==> src/rtl/sqlp_pkg.sv <==
`timescale 1ns / 1ps
// ----------------------------------------------------------------------------
// sqlp_pkg
// Shared types and constants for the step sequencer with note looper:
// payload structs, configuration layout and register indexes.
// ----------------------------------------------------------------------------
package sqlp_pkg;

  // sequencer geometry
  localparam int MAX_STEPS = 32;
  localparam int STEP_W    = $clog2(MAX_STEPS);
  localparam int LEN_W     = 6;
  localparam int PAT_W     = 32;
  localparam int PAT_IDX_W = $clog2(PAT_W);
  localparam int NOTE_W    = 3;
  localparam int NOTE_MAX  = 5;
  localparam int STEP_OUT_W = 5;

  // configuration port
  localparam int CFG_IDX_W  = 2;
  localparam int CFG_DATA_W = 32;

  localparam logic [CFG_IDX_W-1:0] CFG_IDX_LOOP_STEPS    = 2'd0;
  localparam logic [CFG_IDX_W-1:0] CFG_IDX_KICK_PATTERN  = 2'd1;
  localparam logic [CFG_IDX_W-1:0] CFG_IDX_SNARE_PATTERN = 2'd2;

  // register reset values
  localparam logic [LEN_W-1:0] LOOP_STEPS_RST    = 6'd32;
  localparam logic [PAT_W-1:0] KICK_PATTERN_RST  = 32'hAAAA_AAAA;
  localparam logic [PAT_W-1:0] SNARE_PATTERN_RST = 32'h8888_8888;

  // input transaction
  typedef struct packed {
    logic              beat_tick;
    logic [NOTE_W-1:0] button_note;
    logic              record_press;
  } sqlp_in_t;

  // result transaction
  typedef struct packed {
    logic [NOTE_W-1:0]     note_out;
    logic [STEP_OUT_W-1:0] step_now;
    logic                  is_recording;
    logic                  kick_hit;
    logic                  snare_hit;
  } sqlp_out_t;

  // configuration register set
  typedef struct packed {
    logic [LEN_W-1:0] loop_steps;
    logic [PAT_W-1:0] kick_pattern;
    logic [PAT_W-1:0] snare_pattern;
  } sqlp_cfg_t;

endpackage

==> src/rtl/sqlp_cfg_regs.sv <==
`timescale 1ns / 1ps
// ----------------------------------------------------------------------------
// sqlp_cfg_regs
// Configuration registers: loop length and the kick and snare patterns,
// written through a plain indexed write port.
// ----------------------------------------------------------------------------
module sqlp_cfg_regs
  import sqlp_pkg::*;
(
  input  logic                  clk,
  input  logic                  rst_n,
  input  logic                  cfg_we,
  input  logic [CFG_IDX_W-1:0]  cfg_index,
  input  logic [CFG_DATA_W-1:0] cfg_data,
  output sqlp_cfg_t             cfg
);

  sqlp_cfg_t cfg_r;

  // register write decode, unknown indexes are dropped
  always_ff @(posedge clk) begin
    if (!rst_n) begin
      cfg_r.loop_steps    <= LOOP_STEPS_RST;
      cfg_r.kick_pattern  <= KICK_PATTERN_RST;
      cfg_r.snare_pattern <= SNARE_PATTERN_RST;
    end else if (cfg_we) begin
      unique case (cfg_index)
        CFG_IDX_LOOP_STEPS:    cfg_r.loop_steps    <= cfg_data[LEN_W-1:0];
        CFG_IDX_KICK_PATTERN:  cfg_r.kick_pattern  <= cfg_data[PAT_W-1:0];
        CFG_IDX_SNARE_PATTERN: cfg_r.snare_pattern <= cfg_data[PAT_W-1:0];
        default: ;
      endcase
    end
  end

  assign cfg = cfg_r;

endmodule

==> src/rtl/sqlp_core.sv <==
`timescale 1ns / 1ps
// ----------------------------------------------------------------------------
// sqlp_core
// Sequencer state and per-transaction logic: step counter, record mode,
// per-step note store, note resolution and drum hits.
// ----------------------------------------------------------------------------
module sqlp_core
  import sqlp_pkg::*;
(
  input  logic      clk,
  input  logic      rst_n,
  input  logic      fire,
  input  sqlp_in_t  item,
  input  sqlp_cfg_t cfg,
  output sqlp_out_t result
);

  logic [STEP_W-1:0] step_r;
  logic [STEP_W-1:0] step_nxt;
  logic              rec_r;
  logic              rec_nxt;
  logic [NOTE_W-1:0] notes_r [MAX_STEPS];

  logic [NOTE_W-1:0] note;
  logic [LEN_W-1:0]  len;
  logic [LEN_W-1:0]  last_step;
  logic              clear;
  logic [NOTE_W-1:0] stored;
  logic              play;
  logic              wr_en;

  // pattern bit lookup, steps past the pattern width never hit
  function automatic logic pattern_bit(input logic [PAT_W-1:0] pat,
                                       input logic [STEP_W-1:0] idx);
    logic hit;
    hit = 1'b0;
    if (32'(idx) < PAT_W) hit = pat[PAT_IDX_W'(idx)];
    return hit;
  endfunction

  // effective loop length and step advance
  always_comb begin
    note = (item.button_note > NOTE_W'(NOTE_MAX)) ? '0 : item.button_note;
    if (cfg.loop_steps == '0) begin
      len = LEN_W'(1);
    end else if (cfg.loop_steps > LEN_W'(MAX_STEPS)) begin
      len = LEN_W'(MAX_STEPS);
    end else begin
      len = cfg.loop_steps;
    end
    last_step = len - LEN_W'(1);
    step_nxt  = step_r;
    if (item.beat_tick) begin
      step_nxt = (LEN_W'(step_r) < last_step) ? step_r + STEP_W'(1) : '0;
    end
  end

  // record toggle, looper playback and record
  always_comb begin
    clear   = item.record_press && rec_r;
    rec_nxt = item.record_press ? !rec_r : rec_r;
    stored  = clear ? '0 : notes_r[step_nxt];
    play    = (note == '0) && (stored != '0);
    wr_en   = !play && (note != '0) && rec_nxt;

    result.note_out     = play ? stored : note;
    result.step_now     = STEP_OUT_W'(step_nxt);
    result.is_recording = rec_nxt;
    result.kick_hit     = item.beat_tick && pattern_bit(cfg.kick_pattern, step_nxt);
    result.snare_hit    = item.beat_tick && pattern_bit(cfg.snare_pattern, step_nxt);
  end

  // state update on each transaction
  always_ff @(posedge clk) begin
    if (!rst_n) begin
      step_r <= STEP_W'(MAX_STEPS - 1);
      rec_r  <= 1'b0;
      for (int i = 0; i < MAX_STEPS; i++) begin
        notes_r[i] <= '0;
      end
    end else if (fire) begin
      step_r <= step_nxt;
      rec_r  <= rec_nxt;
      if (clear) begin
        for (int i = 0; i < MAX_STEPS; i++) begin
          notes_r[i] <= '0;
        end
      end else if (wr_en) begin
        notes_r[step_nxt] <= note;
      end
    end
  end

endmodule

==> src/rtl/step_sequencer_note_looper.sv <==
`timescale 1ns / 1ps
// ----------------------------------------------------------------------------
// step_sequencer_note_looper
// Step sequencer with a one-note-per-step looper, one transaction per audio
// sample. A beat tick advances the step counter, which wraps after the
// configured loop length; a record press toggles recording and stopping a
// recording clears every stored note. With no button held the note stored at
// the current step plays back; while recording a held note is stored there.
// Kick and snare hit on a tick when the pattern bit of the new step is set.
// Each transaction passes an input register and then a result register, and
// one transaction is taken every clock cycle while the input does not stall;
// the step and note state is updated as the transaction leaves the input
// register. Input stalls only while a result is held by out_stall with the
// input register full. No clearing pass after reset: the note store is
// cleared by reset directly.
// ----------------------------------------------------------------------------
module step_sequencer_note_looper
  import sqlp_pkg::*;
(
  input  logic                  clk,
  input  logic                  rst_n,
  input  logic                  in_valid,
  output logic                  in_stall,
  input  sqlp_in_t              in_data,
  output logic                  out_valid,
  input  logic                  out_stall,
  output sqlp_out_t             out_data,
  input  logic                  cfg_we,
  input  logic [CFG_IDX_W-1:0]  cfg_index,
  input  logic [CFG_DATA_W-1:0] cfg_data
);

  sqlp_cfg_t cfg;
  sqlp_out_t result;

  logic      s1_valid_r;
  sqlp_in_t  s1_data_r;
  logic      out_valid_r;
  sqlp_out_t out_data_r;
  logic      s1_adv;
  logic      fire;

  sqlp_cfg_regs u_cfg (
    .clk       (clk),
    .rst_n     (rst_n),
    .cfg_we    (cfg_we),
    .cfg_index (cfg_index),
    .cfg_data  (cfg_data),
    .cfg       (cfg)
  );

  sqlp_core u_core (
    .clk    (clk),
    .rst_n  (rst_n),
    .fire   (fire),
    .item   (s1_data_r),
    .cfg    (cfg),
    .result (result)
  );

  // flow control between the two registers
  assign s1_adv   = !out_valid_r || !out_stall;
  assign fire     = s1_valid_r && s1_adv;
  assign in_stall = s1_valid_r && !s1_adv;

  // input register
  always_ff @(posedge clk) begin
    if (!rst_n) begin
      s1_valid_r <= 1'b0;
    end else if (in_valid && !in_stall) begin
      s1_valid_r <= 1'b1;
    end else if (fire) begin
      s1_valid_r <= 1'b0;
    end
  end

  always_ff @(posedge clk) begin
    if (in_valid && !in_stall) begin
      s1_data_r <= in_data;
    end
  end

  // result register
  always_ff @(posedge clk) begin
    if (!rst_n) begin
      out_valid_r <= 1'b0;
    end else if (fire) begin
      out_valid_r <= 1'b1;
    end else if (!out_stall) begin
      out_valid_r <= 1'b0;
    end
  end

  always_ff @(posedge clk) begin
    if (fire) begin
      out_data_r <= result;
    end
  end

  assign out_valid = out_valid_r;
  assign out_data  = out_data_r;

endmodule

==> config.mk <==
export PLATFORM = sky130hd
export DESIGN_NAME = step_sequencer_note_looper
export DESIGN_NICKNAME = d
export VERILOG_FILES = /design/src/rtl/sqlp_pkg.sv /design/src/rtl/sqlp_cfg_regs.sv /design/src/rtl/sqlp_core.sv /design/src/rtl/step_sequencer_note_looper.sv
export SDC_FILE = /design/constraint.sdc
export NUM_CORES = 1
export LEC_CHECK = 0
export BUFFER_PORTS_ARGS = -buffer_cell sky130_fd_sc_hd__buf_2
export CAP_MARGIN = 40
export CORE_MARGIN = 2
export CORE_UTILIZATION = 35
export DETAILED_ROUTE_END_ITERATION = 10
export PLACE_DENSITY_LB_ADDON = 0.05
export SLEW_MARGIN = 20
export SYNTH_ARGS = -nofsm -noshare
export SYNTH_HDL_FRONTEND = slang
export SYNTH_SLANG_ARGS = --single-unit
==> constraint.sdc <==
create_clock -name clk -period 5 [get_ports clk]
set_clock_uncertainty 0.2 [all_clocks]
set_input_delay 0.25 -clock clk [delete_from_list [all_inputs] [get_ports clk]]
set_output_delay 0.25 -clock clk [all_outputs]
set_load 0.01 [all_outputs]
==> out/metrics.csv <==
stage;metric;value;unit
run_status;run status;finished, final reports clean;
synthesis;commonest cells in the synthesized netlist;180 x sky130_fd_sc_hd__nand2_1, 112 x sky130_fd_sc_hd__edfxtp_1, 78 x sky130_fd_sc_hd__dfxtp_1, 76 x sky130_fd_sc_hd__nor2_1, 56 x sky130_fd_sc_hd__nor3_1;
die;IO Pins;57;
critical_path;Critical Path Source Type;flip-flop;
critical_path;cell repeated most along the worst path;sky130_fd_sc_hd__ha_1;
critical_path;number of cells on the worst reg-to-reg path;15;
synthesis;asr flop ratio synth;0;%
cts;quantity of hold-fixing buffers added after cts;39;
global_routing;initial antenna violation count;0;
routing;final wirelength;29810;microns
critical_path;CP Data Arrival Time;4.43;ns
timing;Setup Viol. Count Final;0;
routing;Via density;5.482;
synthesis;average size of a mapped cell;9.801;sq um
cts;Num CTS Buffers;17;
global_routing;maximum number of pins on one net before global-route repair;79;
die;number of standard-cell rows in the floorplan;59;
global_routing;fraction of met2 tracks used by global routing;32.91;%
timing;Hold Vio Cnt, Final;0;
timing;setup repair after global routing missed its margin;no;
routing;routed wirelength normalized by instance count;21.86;microns
cts;count of buffers added by post-CTS timing repair for setup;0;
timing;worst hold margin;0.1538;ns
synthesis;ys flop type;sky130_fd_sc_hd__edfxtp_1;
global_routing;routing layer with the top usage in global route;met2;
synthesis;number of enable flip-flop cells after synthesis;112;
synthesis;Yosys Warn Count;0;
cts;Max Root-Sink Buffers;2;
global_routing;overflow left after global routing;0;
critical_path;source of the worst register-to-register timing path;u_cfg.cfg[65];
synthesis;Syn Std Cell Area;9243;sq um
timing;Period Utilization, post-route;89.06;%
critical_path;endpoint type of the worst setup path;flip-flop;
global_routing;met1 Usage GRT;32.81;%
power_and_ir_drop;total power divided by cell area;358.8;nW/um^2
placement;placed cells;1293;
synthesis;Post-Synthesis Net Count;994;
die;initial cell density of the core;35.57;%
power_and_ir_drop;Worst IR Drop VDD;229.6;uV
routing;first-pass detailed-route iteration total;5;
timing;sum of negative setup slack;0;ns
timing;transition time of the tightest slew-check pin;0.7723;ns
critical_path;slack of the worst reg-to-reg path;0.55;ns
min_path;Hold Crit Endpoint;u_cfg.cfg[69];
die;Core ar.;25980;sq um
min_path;start point of the worst hold path;cfg_index[1];
synthesis;leading area contributor after synthesis;sky130_fd_sc_hd__edfxtp_1;
die;Die Span X;166.5;microns
cts;maximum level of the CTS H-tree;4;
synthesis;Mapped Cells;943;
global_routing;number of global-route vias before repair;7240;
placement;DPL Wire Length;20170;microns
timing;shortest period the worst path allows;4.453;ns
critical_path;highest-delay cell along the critical path;sky130_fd_sc_hd__a2111o_1;
timing;max-slew headroom at the worst pin;48.14;%
die;die area;27720;sq um
timing;worst setup margin;0.5469;ns
placement;total of buffers placed on input and output ports;56;
placement;post-place setup slack;0.5374;ns
synthesis;top cells by area, synth;sky130_fd_sc_hd__edfxtp_1 36%, sky130_fd_sc_hd__dfxtp_1 17%, sky130_fd_sc_hd__nand2_1 7.3%, sky130_fd_sc_hd__mux2i_1 3.5%, sky130_fd_sc_hd__a21boi_0 3.4%;
global_routing;GRT met3 Usage;3.588;%
critical_path;Worst R2R End;out_data[8];
synthesis;most common cell in the synthesized netlist;sky130_fd_sc_hd__nand2_1;
critical_path;critical setup path kind;flip-flop to flip-flop;
finish;Area growth syn-to-layout;17.80;%
placement;placed cell areas;9866;sq um
finish;number of nets at the end of the flow;1067;
cts;clock slew at reported path FFs;0.08;ns
die;Die Height;166.5;microns
routing;routed via count;7478;
routing;number of DRC markers after the initial detailed-route iteration;611;
synthesis;sequential cell area fraction in the yosys report;53.28;%
min_path;worst hold path type;primary input to flip-flop;
synthesis;FF+latch count, synth;190;
finish;final non-filler cell total;1364;
critical_path;CP cell instances;nor4_4 -> o21bai_1 -> ha_1 -> nand3_1 -> o21a_1 -> o22ai_1 -> ha_1 -> a21oi_1 -> nand4_1 -> o21a_4 -> inv_4 -> mux2_2 -> a2111o_1 -> o2111ai_1 -> o41ai_2;
power_and_ir_drop;leakage dissipation;4.004;nW
global_routing;global-route usage over all layers;21.63;%
critical_path;required time of the worst setup path;4.97;ns
timing;top achievable clock speed;0.2246;GHz
routing;# DRC;0;
min_path;number of cells traversed by the worst hold path;5;
finish;number of diodes;0;
cts;clock net sink count;190;
cts;cell chosen for the clock root;sky130_fd_sc_hd__clkbuf_16;
synthesis;share of the synthesized area in the top cell type;36.39;%
cts;worst-skew pair later-pin latency;0.45;ns
cts;CTS tree;yes;
cts;cts repair resizes;0;
global_routing;global-route wire length before repair;45960;microns
timing;Final Max Slew Viols;0;
synthesis;Netlist cell types;76;
placement;final weighted congestion in routability-driven placement;0.8048;
routing;remaining antenna violation count;0;
finish;final standard cell area without fillers;10890;sq um
critical_path;maximum fanout along the worst path;27;
critical_path;Largest stage delay, worst path;0.43;ns
finish;fraction of final layout cells with drive strength greater than 1;14.77;%
flow_run;Maximum Capacitance Violations;0;
[worst max-delay path: cells and delay by family, from the launching register on]
family | cells | cell delay, ns
flip-flops | 1 | 0.36
buffers and inverters | 1 | 0.35
multiplexers | 1 | 0.41
AND/OR/NAND/NOR | 3 | 0.71
AO/OA/AOI/OAI | 8 | 1.57
adder cells (fa/ha/maj) | 2 | 0.59
[logic make-up (layout without fill, tap and decap cells)]
kind of cell	count (synthesis)	after routing	synth area share (%)
adders and majority gates	7	7	0.9476
and+or+nand+nor	424	424	21.13
muxes	35	35	3.953
DFF	190	190	53.28
xor gates and xnor gates	6	6	0.5686
buffers and inverters	87	173	4.494
AOI/OAI and AO/OA	194	194	15.62
[worst max-delay path by stage]
stage,from,to,cells past startpoint
after detailed placement,u_cfg.cfg[65],out_data[8],15
final,u_cfg.cfg[65],out_data[8],15
after global placement,u_cfg.cfg[65],out_data[8],15
after floorplan,u_cfg.cfg[65],u_core.notes_r[0][0],18
after CTS,u_cfg.cfg[65],out_data[8],15
after global routing,u_cfg.cfg[65],out_data[9],16
[cell usage in the layout (no fill, tap or decap), drive strengths merged, types with 23 or more instances in the layout]
cell type / count
nand2: 181
edfxtp: 112
buf: 88
dfxtp: 78
nor2: 77
nor3: 56
a21boi: 42
o21ai: 40
dlygate4sd3: 39
nand3: 35
mux2i: 32
a21oi: 26
inv: 23
[routing by layer]
layer  share of wire, %  vias up
li1                   -     3570
met1                 50     3707
met2                 44      187
met3                4.9       14
met4               0.82        0
met5                  0        -
[area by class of cell]
| cell class | instances | area [sq um] |
|---|---|---|
| clock buffers | 17 | 425.4 |
| clock inverters | 15 | 206.4 |
| fillers | 2560 | 15100 |
| inverters | 14 | 55.05 |
| multi-input cells | 666 | 3914 |
| flip-flops and latches | 190 | 4925 |
| well taps | 335 | 419.2 |
| repair buffers | 127 | 943.4 |
[flip-flops by register name, indices dropped and copies added, names as in the netlist]
name / count
u_core.step_r: 5
u_core.rec_r: 1
out_data: 11
u_cfg.cfg: 70
out_valid: 1
u_core.notes_r: 96
s1_data_r: 5
s1_valid_r: 1
[where the power goes]
part / internal, W / switching, W / leakage (nW)
Sequential: 0.00172 / 0.0000471 / 1.78
Clock: 0.000700 / 0.000753 / 0.304
Combinational: 0.000237 / 0.000445 / 1.91
[per-stage QoR]
| step | power [W] | util [%] |
|---|---|---|
| finish | 0.003907 | 41.90 |
| global route | 0.004057 | 41.90 |
| CTS | 0.003938 | 41.90 |
| detailed placement | 0.002465 | 37.97 |
| global placement | 0.002464 | 37.86 |
| floorplan | 0.002220 | - |
No activity file was read; power rests on OpenSTA's default activity.
